===== src/rtl/gli_pkg.sv =====
// Shared types and constants of the gap linear interpolator.
package gli_pkg;

  // Width of the sample ports.
  localparam int VALUE_W = 32;

  // Defaults of the top-level parameters.
  localparam int MAX_GAP_DEF      = 63;
  localparam int SAMPLE_WIDTH_DEF = 32;

  // Number of commands that fit between the front and the back.
  localparam int QUEUE_DEPTH = 2;

  // Control part of one command passed from the front to the back.
  typedef struct packed {
    logic hold;     // emit a run of held values
    logic ovf;      // the run was flushed for exceeding the gap limit
    logic col_end;  // the request closes its column
    logic have;     // a known value preceded the run in this column
  } cmd_ctl_t;

endpackage


===== src/rtl/gli_front.sv =====
// Front end: takes requests, tracks the column state and issues commands.
module gli_front #(
  parameter int SAMPLE_WIDTH = gli_pkg::SAMPLE_WIDTH_DEF,
  parameter int MAX_GAP      = gli_pkg::MAX_GAP_DEF,
  parameter int CNT_W        = 7
) (
  input  logic                    clk,
  input  logic                    rst_n,
  input  logic                    in_valid,
  input  logic [SAMPLE_WIDTH-1:0] in_sample,
  input  logic                    in_is_missing,
  input  logic                    in_column_end,
  input  logic                    q_full,
  output logic                    q_push,
  output gli_pkg::cmd_ctl_t       cmd_ctl,
  output logic [SAMPLE_WIDTH-1:0] cmd_a,
  output logic [SAMPLE_WIDTH-1:0] cmd_b,
  output logic [CNT_W-1:0]        cmd_count
);

  logic [SAMPLE_WIDTH-1:0] prev_r;
  logic                    have_r;
  logic [CNT_W-1:0]        pend_r;

  logic accept;
  logic ovf;
  logic wait_only;

  assign accept    = in_valid && !q_full;
  assign ovf       = (pend_r >= CNT_W'(MAX_GAP));
  // A missing sample inside a column only extends the pending run, unless the run has reached MAX_GAP.
  assign wait_only = in_is_missing && !ovf && !in_column_end;
  assign q_push    = accept && !wait_only;

  assign cmd_ctl.hold    = in_is_missing;
  assign cmd_ctl.ovf     = in_is_missing && ovf;
  assign cmd_ctl.col_end = in_column_end;
  assign cmd_ctl.have    = have_r;
  assign cmd_a           = have_r ? prev_r : '0;
  assign cmd_b           = in_sample;
  assign cmd_count       = in_is_missing ? pend_r + CNT_W'(1) : pend_r;

  always_ff @(posedge clk) begin
    if (!rst_n) begin
      prev_r <= '0;
      have_r <= 1'b0;
      pend_r <= '0;
    end else if (accept) begin
      priority if (in_column_end) begin
        prev_r <= '0;
        have_r <= 1'b0;
        pend_r <= '0;
      end else if (wait_only) begin
        pend_r <= pend_r + CNT_W'(1);
      end else if (in_is_missing) begin
        pend_r <= '0;
      end else begin
        prev_r <= in_sample;
        have_r <= 1'b1;
        pend_r <= '0;
      end
    end
  end

endmodule


===== src/rtl/gli_queue.sv =====
// Small register FIFO that decouples the front end from the back end.
module gli_queue #(
  parameter int W     = 8,
  parameter int DEPTH = gli_pkg::QUEUE_DEPTH
) (
  input  logic         clk,
  input  logic         rst_n,
  input  logic         push,
  input  logic [W-1:0] wdata,
  input  logic         pop,
  output logic [W-1:0] rdata,
  output logic         full,
  output logic         empty
);

  localparam int AW = (DEPTH > 1) ? $clog2(DEPTH) : 1;
  localparam int CW = $clog2(DEPTH + 1);

  logic [W-1:0]  mem_r [DEPTH];
  logic [AW-1:0] wr_ptr_r;
  logic [AW-1:0] rd_ptr_r;
  logic [CW-1:0] cnt_r;

  assign full  = (cnt_r == CW'(DEPTH));
  assign empty = (cnt_r == '0);
  assign rdata = mem_r[rd_ptr_r];

  always_ff @(posedge clk) begin
    if (push) begin
      mem_r[wr_ptr_r] <= wdata;
    end
  end

  always_ff @(posedge clk) begin
    if (!rst_n) begin
      wr_ptr_r <= '0;
      rd_ptr_r <= '0;
      cnt_r    <= '0;
    end else begin
      if (push) begin
        wr_ptr_r <= (wr_ptr_r == AW'(DEPTH - 1)) ? '0 : wr_ptr_r + AW'(1);
      end
      if (pop) begin
        rd_ptr_r <= (rd_ptr_r == AW'(DEPTH - 1)) ? '0 : rd_ptr_r + AW'(1);
      end
      if (push && !pop) begin
        cnt_r <= cnt_r + CW'(1);
      end else if (pop && !push) begin
        cnt_r <= cnt_r - CW'(1);
      end
    end
  end

endmodule


===== src/rtl/gli_back.sv =====
// Back end: divides the gap step, then streams fills, held runs and samples.
module gli_back #(
  parameter int SAMPLE_WIDTH = gli_pkg::SAMPLE_WIDTH_DEF,
  parameter int CNT_W        = 7
) (
  input  logic                    clk,
  input  logic                    rst_n,
  input  logic                    q_empty,
  output logic                    q_pop,
  input  gli_pkg::cmd_ctl_t       cmd_ctl,
  input  logic [SAMPLE_WIDTH-1:0] cmd_a,
  input  logic [SAMPLE_WIDTH-1:0] cmd_b,
  input  logic [CNT_W-1:0]        cmd_count,
  output logic                    out_valid,
  input  logic                    out_stall,
  output logic [SAMPLE_WIDTH-1:0] out_value,
  output logic                    out_was_filled,
  output logic                    out_gap_overflow,
  output logic                    out_run_last,
  output logic                    out_column_done
);

  localparam int DW  = SAMPLE_WIDTH + 1;
  localparam int DCW = $clog2(DW + 1);

  typedef enum logic [2:0] {
    ST_IDLE, ST_ABS, ST_DIV, ST_PREP, ST_FILL, ST_HOLD, ST_LAST
  } state_t;

  state_t                  state_r;
  gli_pkg::cmd_ctl_t       ctl_r;
  logic [SAMPLE_WIDTH-1:0] a_r;
  logic [SAMPLE_WIDTH-1:0] b_r;
  logic [CNT_W-1:0]        cnt_r;
  logic [CNT_W-1:0]        den_r;
  logic [DW-1:0]           diff_r;
  logic                    neg_r;
  logic [DW-1:0]           quo_r;
  logic [CNT_W-1:0]        rem_r;
  logic [DCW-1:0]          div_cnt_r;
  logic [DW-1:0]           acc_q_r;
  logic [CNT_W-1:0]        acc_rem_r;

  logic                    out_valid_r;
  logic [SAMPLE_WIDTH-1:0] out_value_r;
  logic                    out_was_filled_r;
  logic                    out_gap_overflow_r;
  logic                    out_run_last_r;
  logic                    out_column_done_r;

  logic                    out_free;
  logic [DW-1:0]           diff_nxt;
  logic [DW-1:0]           mag;
  logic [CNT_W:0]          div_sh;
  logic                    div_ge;
  logic [CNT_W-1:0]        div_rem;
  logic [CNT_W:0]          adv_sum;
  logic                    adv_ge;
  logic [CNT_W-1:0]        adv_rem;
  logic [DW-1:0]           adv_q;
  logic [DW:0]             a_ext;
  logic [DW:0]             q_ext;
  logic [DW:0]             fill_sum;
  logic [SAMPLE_WIDTH-1:0] fill_val;
  logic                    hold_last;

  assign out_free = !out_valid_r || !out_stall;
  assign q_pop    = (state_r == ST_IDLE) && !q_empty;

  assign diff_nxt = {cmd_b[SAMPLE_WIDTH-1], cmd_b} - {cmd_a[SAMPLE_WIDTH-1], cmd_a};
  assign mag      = diff_r[DW-1] ? (~diff_r + DW'(1)) : diff_r;

  // One restoring step of |b - a| / (k + 1).
  assign div_sh  = {rem_r, quo_r[DW-1]};
  assign div_ge  = (div_sh >= {1'b0, den_r});
  assign div_rem = div_ge ? CNT_W'(div_sh - {1'b0, den_r}) : div_sh[CNT_W-1:0];

  // The accumulator holds |b - a| * j + den / 2 as quotient and remainder;
  // adding the step keeps the remainder below twice the divisor.
  assign adv_sum = {1'b0, acc_rem_r} + {1'b0, rem_r};
  assign adv_ge  = (adv_sum >= {1'b0, den_r});
  assign adv_rem = adv_ge ? CNT_W'(adv_sum - {1'b0, den_r}) : adv_sum[CNT_W-1:0];
  assign adv_q   = acc_q_r + quo_r + DW'(adv_ge);

  assign a_ext     = {a_r[SAMPLE_WIDTH-1], a_r[SAMPLE_WIDTH-1], a_r};
  assign q_ext     = {1'b0, acc_q_r};
  assign fill_sum  = neg_r ? (a_ext - q_ext) : (a_ext + q_ext);
  assign fill_val  = ctl_r.have ? fill_sum[SAMPLE_WIDTH-1:0] : b_r;
  assign hold_last = (cnt_r == CNT_W'(1));

  always_ff @(posedge clk) begin
    if (!rst_n) begin
      state_r     <= ST_IDLE;
      out_valid_r <= 1'b0;
    end else begin
      if (out_free) begin
        out_valid_r <= 1'b0;
      end
      unique case (state_r)
        ST_IDLE: begin
          if (!q_empty) begin
            ctl_r  <= cmd_ctl;
            a_r    <= cmd_a;
            b_r    <= cmd_b;
            cnt_r  <= cmd_count;
            den_r  <= cmd_count + CNT_W'(1);
            diff_r <= diff_nxt;
            priority if (cmd_ctl.hold) begin
              state_r <= ST_HOLD;
            end else if (cmd_count == '0) begin
              state_r <= ST_LAST;
            end else if (cmd_ctl.have) begin
              state_r <= ST_ABS;
            end else begin
              state_r <= ST_FILL;
            end
          end
        end
        ST_ABS: begin
          neg_r     <= diff_r[DW-1];
          quo_r     <= mag;
          rem_r     <= '0;
          div_cnt_r <= DCW'(DW);
          acc_q_r   <= '0;
          acc_rem_r <= den_r >> 1;
          state_r   <= ST_DIV;
        end
        ST_DIV: begin
          rem_r     <= div_rem;
          quo_r     <= {quo_r[DW-2:0], div_ge};
          div_cnt_r <= div_cnt_r - DCW'(1);
          if (div_cnt_r == DCW'(1)) begin
            state_r <= ST_PREP;
          end
        end
        ST_PREP: begin
          acc_q_r   <= adv_q;
          acc_rem_r <= adv_rem;
          state_r   <= ST_FILL;
        end
        ST_FILL: begin
          if (out_free) begin
            out_valid_r        <= 1'b1;
            out_value_r        <= fill_val;
            out_was_filled_r   <= 1'b1;
            out_gap_overflow_r <= 1'b0;
            out_run_last_r     <= 1'b0;
            out_column_done_r  <= 1'b0;
            acc_q_r            <= adv_q;
            acc_rem_r          <= adv_rem;
            cnt_r              <= cnt_r - CNT_W'(1);
            if (hold_last) begin
              state_r <= ST_LAST;
            end
          end
        end
        ST_HOLD: begin
          if (out_free) begin
            out_valid_r        <= 1'b1;
            out_value_r        <= a_r;
            out_was_filled_r   <= 1'b1;
            out_gap_overflow_r <= ctl_r.ovf;
            out_run_last_r     <= hold_last;
            out_column_done_r  <= hold_last && ctl_r.col_end;
            cnt_r              <= cnt_r - CNT_W'(1);
            if (hold_last) begin
              state_r <= ST_IDLE;
            end
          end
        end
        ST_LAST: begin
          if (out_free) begin
            out_valid_r        <= 1'b1;
            out_value_r        <= b_r;
            out_was_filled_r   <= 1'b0;
            out_gap_overflow_r <= 1'b0;
            out_run_last_r     <= 1'b1;
            out_column_done_r  <= ctl_r.col_end;
            state_r            <= ST_IDLE;
          end
        end
        default: begin
          state_r <= ST_IDLE;
        end
      endcase
    end
  end

  assign out_valid        = out_valid_r;
  assign out_value        = out_value_r;
  assign out_was_filled   = out_was_filled_r;
  assign out_gap_overflow = out_gap_overflow_r;
  assign out_run_last     = out_run_last_r;
  assign out_column_done  = out_column_done_r;

endmodule


===== src/rtl/gap_linear_interpolator_top.sv =====
// Top level of the gap linear interpolator: front end, command queue, back end.
//
//   Channel  Direction  Handshake            Payload
//   in_      request    in_valid / in_stall  sample_value, is_missing, column_end
//   out_     result     out_valid/out_stall  value, was_filled, gap_overflow,
//                                            run_last, column_done
//
// A missing sample inside a run produces nothing until the run reaches MAX_GAP.
// A known sample with no pending gap passes through, and a held run of n values emits
// n held values; a gap of k after a known value first runs the bit-serial divider that
// finds the fill step, then emits the k fills and the sample.
// Reset is synchronous and active low and clears the column state, queue and FSM.
// A two-entry queue lets the front keep taking requests while the back waits on out_stall.
module gap_linear_interpolator_top #(
  parameter int MAX_GAP      = gli_pkg::MAX_GAP_DEF,
  parameter int SAMPLE_WIDTH = gli_pkg::SAMPLE_WIDTH_DEF
) (
  input  logic                        clk,
  input  logic                        rst_n,
  input  logic                        in_valid,
  output logic                        in_stall,
  input  logic [gli_pkg::VALUE_W-1:0] in_sample_value,
  input  logic                        in_is_missing,
  input  logic                        in_column_end,
  output logic                        out_valid,
  input  logic                        out_stall,
  output logic [gli_pkg::VALUE_W-1:0] out_value,
  output logic                        out_was_filled,
  output logic                        out_gap_overflow,
  output logic                        out_run_last,
  output logic                        out_column_done
);

  localparam int CNT_W = $clog2(MAX_GAP + 2);
  localparam int QW    = $bits(gli_pkg::cmd_ctl_t) + 2 * SAMPLE_WIDTH + CNT_W;

  logic [SAMPLE_WIDTH-1:0] sample;
  logic [SAMPLE_WIDTH-1:0] back_value;

  logic                    q_push;
  logic                    q_pop;
  logic                    q_full;
  logic                    q_empty;
  logic [QW-1:0]           q_wdata;
  logic [QW-1:0]           q_rdata;

  gli_pkg::cmd_ctl_t       f_ctl;
  logic [SAMPLE_WIDTH-1:0] f_a;
  logic [SAMPLE_WIDTH-1:0] f_b;
  logic [CNT_W-1:0]        f_count;
  gli_pkg::cmd_ctl_t       h_ctl;
  logic [SAMPLE_WIDTH-1:0] h_a;
  logic [SAMPLE_WIDTH-1:0] h_b;
  logic [CNT_W-1:0]        h_count;

  // Samples are used at SAMPLE_WIDTH bits as two's complement.
  if (SAMPLE_WIDTH <= gli_pkg::VALUE_W) begin : g_in_narrow
    assign sample = in_sample_value[SAMPLE_WIDTH-1:0];
  end else begin : g_in_wide
    assign sample = {{(SAMPLE_WIDTH - gli_pkg::VALUE_W){1'b0}}, in_sample_value};
  end

  if (SAMPLE_WIDTH >= gli_pkg::VALUE_W) begin : g_out_wide
    assign out_value = back_value[gli_pkg::VALUE_W-1:0];
  end else begin : g_out_narrow
    assign out_value = {{(gli_pkg::VALUE_W - SAMPLE_WIDTH){1'b0}}, back_value};
  end

  assign in_stall = q_full;
  assign q_wdata  = {f_ctl, f_a, f_b, f_count};
  assign {h_ctl, h_a, h_b, h_count} = q_rdata;

  gli_front #(
    .SAMPLE_WIDTH (SAMPLE_WIDTH),
    .MAX_GAP      (MAX_GAP),
    .CNT_W        (CNT_W)
  ) u_front (
    .clk           (clk),
    .rst_n         (rst_n),
    .in_valid      (in_valid),
    .in_sample     (sample),
    .in_is_missing (in_is_missing),
    .in_column_end (in_column_end),
    .q_full        (q_full),
    .q_push        (q_push),
    .cmd_ctl       (f_ctl),
    .cmd_a         (f_a),
    .cmd_b         (f_b),
    .cmd_count     (f_count)
  );

  gli_queue #(
    .W     (QW),
    .DEPTH (gli_pkg::QUEUE_DEPTH)
  ) u_queue (
    .clk   (clk),
    .rst_n (rst_n),
    .push  (q_push),
    .wdata (q_wdata),
    .pop   (q_pop),
    .rdata (q_rdata),
    .full  (q_full),
    .empty (q_empty)
  );

  gli_back #(
    .SAMPLE_WIDTH (SAMPLE_WIDTH),
    .CNT_W        (CNT_W)
  ) u_back (
    .clk              (clk),
    .rst_n            (rst_n),
    .q_empty          (q_empty),
    .q_pop            (q_pop),
    .cmd_ctl          (h_ctl),
    .cmd_a            (h_a),
    .cmd_b            (h_b),
    .cmd_count        (h_count),
    .out_valid        (out_valid),
    .out_stall        (out_stall),
    .out_value        (back_value),
    .out_was_filled   (out_was_filled),
    .out_gap_overflow (out_gap_overflow),
    .out_run_last     (out_run_last),
    .out_column_done  (out_column_done)
  );

`ifndef SYNTHESIS
  a_push_room: assert property (@(posedge clk) disable iff (!rst_n)
    q_push |-> !q_full) else $error("command pushed into a full queue");
  a_pop_data: assert property (@(posedge clk) disable iff (!rst_n)
    q_pop |-> !q_empty) else $error("command popped from an empty queue");
  a_done_last: assert property (@(posedge clk) disable iff (!rst_n)
    (out_valid && out_column_done) |-> out_run_last)
    else $error("column end on a result that does not close its request");
  a_ovf_filled: assert property (@(posedge clk) disable iff (!rst_n)
    (out_valid && out_gap_overflow) |-> out_was_filled)
    else $error("overflow flag on a passed-through sample");
`endif

endmodule

===== config.mk =====
export PLATFORM = sky130hd
export DESIGN_NAME = gap_linear_interpolator_top
export DESIGN_NICKNAME = d
export VERILOG_FILES = /design/src/rtl/gli_pkg.sv /design/src/rtl/gli_front.sv /design/src/rtl/gli_queue.sv /design/src/rtl/gli_back.sv /design/src/rtl/gap_linear_interpolator_top.sv
export SDC_FILE = /design/constraint.sdc
export NUM_CORES = 1
export LEC_CHECK = 0
export ABC_CLOCK_PERIOD_IN_PS = 8200
export BUFFER_PORTS_ARGS = -buffer_cell sky130_fd_sc_hd__buf_2
export CAP_MARGIN = 15
export CORE_ASPECT_RATIO = 1.75
export CORE_MARGIN = 3
export CORE_UTILIZATION = 47
export DETAILED_ROUTE_END_ITERATION = 16
export GPL_ROUTABILITY_DRIVEN = 1
export SETUP_SLACK_MARGIN = 0.2
export SLEW_MARGIN = 30
export SYNTH_ARGS = -nofsm -noshare
export SYNTH_HDL_FRONTEND = slang
export SYNTH_SLANG_ARGS = --single-unit

===== constraint.sdc =====
create_clock -name clk -period 8.2 [get_ports clk]
set_clock_uncertainty 0.05 [all_clocks]
set_input_delay 0.41 -clock clk [delete_from_list [all_inputs] [get_ports clk]]
set_output_delay 0.41 -clock clk [all_outputs]
set_load 0.01 [all_outputs]

==> results_dict.tcl, run 1 <==
set metrics [dict create \
    cts.sinks 435 \
    cp.required_ns 8.44 \
    dpl_cell_area_um2 24500 \
    grt_setup_unrepaired "false" \
    maxSlewViolCount 0 \
    vias_per_cell 5.52 \
    dieArea_um2 52400 \
    slew_headroom_pct 39.4 \
    antennaDiodeCount 0 \
    synth_edf_count 386 \
    ir_drop_mv 0.230 \
    synth.avg_cell_area_um2 11.3 \
    maxCapViolations 0 \
    fillers 4239 \
    finalSetupViolCount 0 \
    die_h_um 301 \
    syn_nets 2239 \
    row_count 107 \
    cp_max_fo 12 \
    grt_first_pass_wirelength_mm 83.0 \
    multi_input_area_um2 10200 \
    crit_slowest_cell "fa_1" \
    layout_setup_ws_ns 2.62 \
    via_count 15712 \
    crit_path_frequent_cell "fa_1" \
    critical_path.top_delay_family "compound AO/OA/AOI/OAI gates" \
    synth_most_common_cell "edfxtp_1" \
    dr.pass1.iters 6 \
    synth.area.top_cells "edfxtp_1 (50%), ha_1 (6.7%), dfxtp_1 (4.2%)" \
    fin_tns_setup_ns 0 \
    critPathBufInv 1 \
    ys.flop_type "edfxtp_1" \
    grt.total_usage_pct 19.6 \
    grt_overflow 0 \
    antenna_found_initial 0 \
    min-delay-path-class "input pin to flip-flop" \
    yosysSeqAreaShare_pct 53.9 \
    worst_skew_pair.late_latency_ns 0.56 \
    worstPathCellList "ha_1 -> fa_1 -> fa_1 -> a21o_1 -> a21oi_1 -> o21bai_1 -> a211oi_1 -> o21a_1 -> o21ai_2 -> fa_1 -> a211oi_1 -> nor3_1 -> nor3_1 -> buf_4 -> o21ai_1 -> o21a_1 -> a21oi_1 -> o21ai_1 -> xnor2_1 -> nor2_1" \
    syn_area_um2 23300 \
    ys_seq_elements 435 \
    ff_latch_area_um2 12600 \
    tightest_slew_ns 0.909 \
    cp-end-kind "flip-flop" \
    slowest_delay_ns 0.50 \
    final_layout_size_suffix_gt1_share_pct 10.7 \
    yosysTopAreaCell "edfxtp_1" \
    hold_viol 0 \
    synth_cells 2071 \
    initial_core_util_pct 47.7 \
    wl_per_cell_um 18.1 \
    core_um2 48900 \
    place_worst_setup_slack_ns 2.37 \
    ant_nets 0 \
    period_share_pct 68.0 \
    cts_buffers 41 \
    grt_pass1_vias 15935 \
    die_x_um 174 \
    postLayoutCellArea_um2 26100 \
    nets 2326 \
    areaGrowthSynthToFinish_pct 12.0 \
    status "finished clean" \
    wl_mm 51.4 \
    htreeDepth 2 \
    yosys_warnings 0 \
    synth_commonest_cells "edfxtp_1 (386), nor2_1 (190), a21oi_1 (164), nand2_1 (132), ha_1 (124)" \
    critPathKind "flip-flop to flip-flop" \
    ys_async_sr_fraction_pct 0 \
    cts-root-buf "clkbuf_16" \
    clk_pin_slew_worst_paths_ns 0.06 \
    p_per_area_nw_per_um2 355 \
    cts_tree "done" \
    clockBufferDepth 3 \
    period_needed_ns 5.58 \
    routabilityCongestion 0.872 \
    crit_path_start_kind "flip-flop" \
    grt_max_degree 79 \
    ios 76 \
    dpl.hpwl_mm 37.6 \
    fmax_mhz 179 \
    synth.top_cell.area_share_pct 49.7 \
    drt_iter0_drc 868 \
    drc_errors 0 \
    leakage_nw 9.62 \
    synth.distinct_cells 76 \
    arrival_ns 5.82 \
    numPortBuffers 75 \
    cts_resized 0 \
]
==> repair_timing <==
| item | CTS | global route |
|---|---|---|
| setup buffers | 0 | 0 |
| endpoints found under the setup margin | 0 | 0 |
| hold buffers | 26 | 0 |
| hold endpoints to repair | 52 | 0 |
==> layout make-up <==
class / count / share of cell area [%]
clock buffers: 44 / 4.01
inverters: 92 / 1.32
flip-flops and latches: 435 / 48.2
well taps: 654 / 3.13
repair buffers: 122 / 3.16
clock inverters: 31 / 1.23
multi-input cells: 1466 / 39.0
==> path summary, 6_finish.rpt <==
kind	start	to	slack [ns]	depth (start not counted)
worst max-delay path	u_back.rem_r[0]	u_back.acc_q_r[31]	2.62	20
worst min-delay path	in_sample_value[0]	u_queue.mem_r[1][7]	0.03	1
worst max register to register	u_back.rem_r[0]	u_back.acc_q_r[31]	2.62	20
worst min register to register	u_front.prev_r[17]	u_front.prev_r[17]	0.43	2
==> kinds of logic (layout without fill, tap and decap cells) <==
group	after synthesis	count (layout)	share of synthesized area (%)
AND/OR/NAND/NOR	566	566	12.1
AO/OA/AOI/OAI	496	496	13.1
flip-flops	435	435	53.9
XOR/XNOR	182	182	6.87
buffers and inverters	170	289	2.74
adder cells (fa/ha/maj)	130	130	7.17
multiplexers	92	92	4.15
==> per-stage QoR <==
step                      cells  hold WS (ns)  util, %  power, mW
after floorplan            2071         0.398        -       6.36
after global placement     2741         0.408     50.0       7.28
after detailed placement   2742         0.418     50.1       7.37
after CTS                  2843       0.00153     53.4       9.35
after global routing       2844        0.0106     53.5       9.93
final                      2844        0.0259     53.5       9.28
==> cells in the final DEF, fill, tap and decap left out, types with 36 or more instances in the layout <==
cell       instances
nand2_1          132
o21ai_1           40
buf_2             75
mux2_2            38
clkbuf_16         41
edfxtp_1         386
dfxtp_1           47
xor2_1            78
a21o_1            42
mux2i_1           54
xnor2_1          103
a21oi_1          161
nor2_1           188
and2_1            41
ha_1             124
nor3b_1           36
inv_1             89
o21ai_0           84
==> where the power goes <==
group | switching, mW | internal (mW) | total [mW] | leakage, nW
logic | 2.41 | 1.56 | 3.98 | 4.98
clock network | 0.847 | 1.10 | 1.94 | 0.664
registers | 0.263 | 3.10 | 3.36 | 3.98
==> per-layer routing <==
metal | GRT usage, % | vias up | share of wire (%)
met5 | 0 | - | 0
met4 | 6.33 | 0 | 2.9
met3 | 2.32 | 88 | 3.4
met2 | 34.4 | 275 | 50
met1 | 25.1 | 7551 | 44
li1 | - | 7798 | -
==> sequential cells by signal (all words and copies together), names as in the netlist, 6 cells and up, named ones only <==
name	cells
u_back.a_r	32
u_back.out_value	32
u_back.quo_r	33
u_queue.mem_r	150
u_back.diff_r	33
u_back.cnt_r	7
u_back.acc_q_r	32
u_back.b_r	32
u_front.pend_r	7
u_back.acc_rem_r	7
u_back.rem_r	7
u_front.prev_r	32
u_back.den_r	7
u_back.div_cnt_r	6
No activity file was read; power rests on OpenSTA's default activity.
==> run 2: changes to the inputs <==
--- a/config.mk
+++ b/config.mk
@@ -5,7 +5,7 @@
 export SDC_FILE = /design/constraint.sdc
 export NUM_CORES = 1
 export LEC_CHECK = 0
-export ABC_CLOCK_PERIOD_IN_PS = 8200
+export ABC_CLOCK_PERIOD_IN_PS = 5100
 export BUFFER_PORTS_ARGS = -buffer_cell sky130_fd_sc_hd__buf_2
 export CAP_MARGIN = 15
 export CORE_ASPECT_RATIO = 1.75
@@ -13,6 +13,7 @@
 export CORE_UTILIZATION = 47
 export DETAILED_ROUTE_END_ITERATION = 16
 export GPL_ROUTABILITY_DRIVEN = 1
+export PLACE_DENSITY = 0.66
 export SETUP_SLACK_MARGIN = 0.2
 export SLEW_MARGIN = 30
 export SYNTH_ARGS = -nofsm -noshare
==> constraint.sdc (replaced) <==
create_clock -name clk -period 5.1 [get_ports clk]
set_clock_uncertainty 0.05 [all_clocks]
set_input_delay 0.255 -clock clk [delete_from_list [all_inputs] [get_ports clk]]
set_output_delay 0.255 -clock clk [all_outputs]
set_load 0.01 [all_outputs]
==> results_dict.tcl, run 2 (synthesis results as in run 1) <==
set metrics [dict create \
    worst_skew_pair.late_latency_ns 0.57 \
    clockPowerShare_pct 20.3 \
    finalSetupViolCount 0 \
    drc_errors 0 \
    htreeDepth 2 \
    drt_iter0_drc 866 \
    hold_viol 0 \
    fin_tns_setup_ns 0 \
    period_share_pct 93.0 \
    antenna_found_initial 0 \
    die_x_um 174 \
    largest_registers "u_queue.mem_r x150, u_back.diff_r x33, u_back.quo_r x33" \
    grt_pass1_vias 16113 \
    seqPwrFrac_pct 35.5 \
    worstPathCellList "ha_1 -> a21o_1 -> a21oi_2 -> o21bai_1 -> a21oi_2 -> xnor2_1 -> ha_1 -> nand2_1 -> nor2_1 -> a211oi_2 -> o21a_1 -> o21ai_2 -> fa_2 -> a211oi_2 -> nor3_2 -> nor3_2 -> buf_4 -> o211ai_1 -> a21boi_2 -> nor2b_1 -> nor2_1 -> xor2_1 -> nor2_1" \
    min-delay-path-class "input pin to flip-flop" \
    cts_buffers 41 \
    cts-root-buf "clkbuf_16" \
    core_um2 48900 \
    top_register "u_queue.mem_r" \
    period_needed_ns 4.74 \
    grt_setup_unrepaired "true" \
    vias_per_cell 5.56 \
    maxSlewViolCount 0 \
    slew_headroom_pct 39.0 \
    fmax_mhz 211 \
    arrival_ns 4.99 \
    switching_power_mw 5.78 \
    cp_max_fo 4 \
    grt_use_met1_pct 24.5 \
    leakage_nw 9.91 \
    place_worst_setup_slack_ns 0.0122 \
    multi_input_area_um2 10400 \
    fillers 4129 \
    nets 2374 \
    critPathKind "flip-flop to flip-flop" \
    p_per_area_nw_per_um2 572 \
    ios 76 \
    wl_per_cell_um 17.9 \
    layout_common_cells "edfxtp_1 (386), nor2_1 (186), a21oi_1 (153)" \
    dpl_cell_area_um2 24700 \
    clk_pin_slew_worst_paths_ns 0.07 \
    layout_setup_ws_ns 0.355 \
    ff_latch_area_um2 12600 \
    tightest_slew_ns 0.915 \
    post-route-util_pct 54.7 \
    grt_use_met3_pct 2.04 \
    numPortBuffers 75 \
    largest_reg_flops 150 \
    grtUsageMet2_pct 35.0 \
    grt.total_usage_pct 19.6 \
    areaGrowthSynthToFinish_pct 14.6 \
    slowest_delay_ns 0.43 \
    critPathBufInv 1 \
    cp.required_ns 5.34 \
    wl_mm 51.9 \
    grt_first_pass_wirelength_mm 83.8 \
    dpl.hpwl_mm 38.1 \
    clockBufferDepth 3 \
    die_h_um 301 \
    initial_core_util_pct 47.7 \
    antennaDiodeCount 0 \
    grt_overflow 0 \
    critical_path.top_delay_family "compound AO/OA/AOI/OAI gates" \
    dieArea_um2 52400 \
    final_layout_size_suffix_gt1_share_pct 13.6 \
    ir_drop_mv 0.307 \
    status "finished clean" \
    crit_slowest_cell "edfxtp_1" \
    grt_max_degree 73 \
    cp-end-kind "flip-flop" \
    via_count 16079 \
    crit_path_start_kind "flip-flop" \
    routabilityCongestion 0.882 \
    dr.pass1.iters 7 \
    cts_tree "done" \
    row_count 107 \
    power_frac_comb_pct 44.2 \
    p_int_mw 9.50 \
    postLayoutCellArea_um2 26700 \
    maxCapViolations 0 \
    switching_share_pct 37.8 \
    grt_busiest_layer "met2" \
    layout_commonest_cell "edfxtp_1" \
    ant_nets 0 \
    cts.sinks 435 \
    crit_path_frequent_cell "nor2_1" \
]
[run 2: changes by cell type in the layout (fill, tap and decap cells not counted), sizes merged]
cell,before,now
buf,96,135
bufinv,5,4
clkbuf,44,53
clkinv,17,16
clkinvlp,5,3
dlygate4sd3,26,35
inv,96,92
[run 2: worst paths after layout]
check	slack, ns	depth (start not counted)	end	startpoint
hold reg to reg	0.43	2	u_front.prev_r[24]	u_front.prev_r[24]
setup / recovery	0.36	23	u_back.acc_q_r[24]	u_back.acc_rem_r[1]
hold / removal	0.06	3	flip-flop	out_stall
setup reg to reg	0.36	23	u_back.acc_q_r[24]	u_back.acc_rem_r[1]
[run 2: cell type report]
type / instances / share of cell area [%]
Clock buffer: 53 / 4.12
Clock inverter: 23 / 1.07
Inverter: 92 / 1.30
Multi-Input combinational cell: 1466 / 38.8
Sequential cell: 435 / 47.1
Tap cell: 654 / 3.06
Timing Repair Buffer: 170 / 4.55
[run 2: worst min-delay path: stages]
cell and delay [ns]:
buf_2 0.10, nand2_1 0.16, a21oi_1 0.09
[run 2: timing repair]
item,CTS,global route
endpoints found under the setup margin,13,20
hold buffers,35,0
pin swaps,6,31
endpoints found under the hold margin,69,0
buffers inserted,5,13
resized for setup,8,34
[run 2: per-layer routing]
metal / vias to the layer above / share of wire, %
li1: 7893 / -
met1: 7738 / 43
met2: 343 / 50
met3: 105 / 3.4
met4: 0 / 3.7
met5: - / 0
[run 2: metrics by stage]
stage	total power [mW]	std cells	hold WS [ns]
final	15.3	2893	0.0646
after detailed placement	12.0	2764	0.407
after global placement	11.8	2763	0.404
after floorplan	10.2	2071	0.304
after global routing	16.3	2893	0.0776
after CTS	15.2	2880	0.0422
[run 2: power groups by stage]
stage / registers (mW) / logic (mW) / clock network [mW]
5_1_grt: 5.49 / 7.50 / 3.32
6_report: 5.43 / 6.75 / 3.10
3_3_place_gp: 5.48 / 6.32 / 0
2_1_floorplan: 5.37 / 4.84 / 0
3_5_place_dp: 5.50 / 6.46 / 0
4_1_cts: 5.43 / 6.55 / 3.18
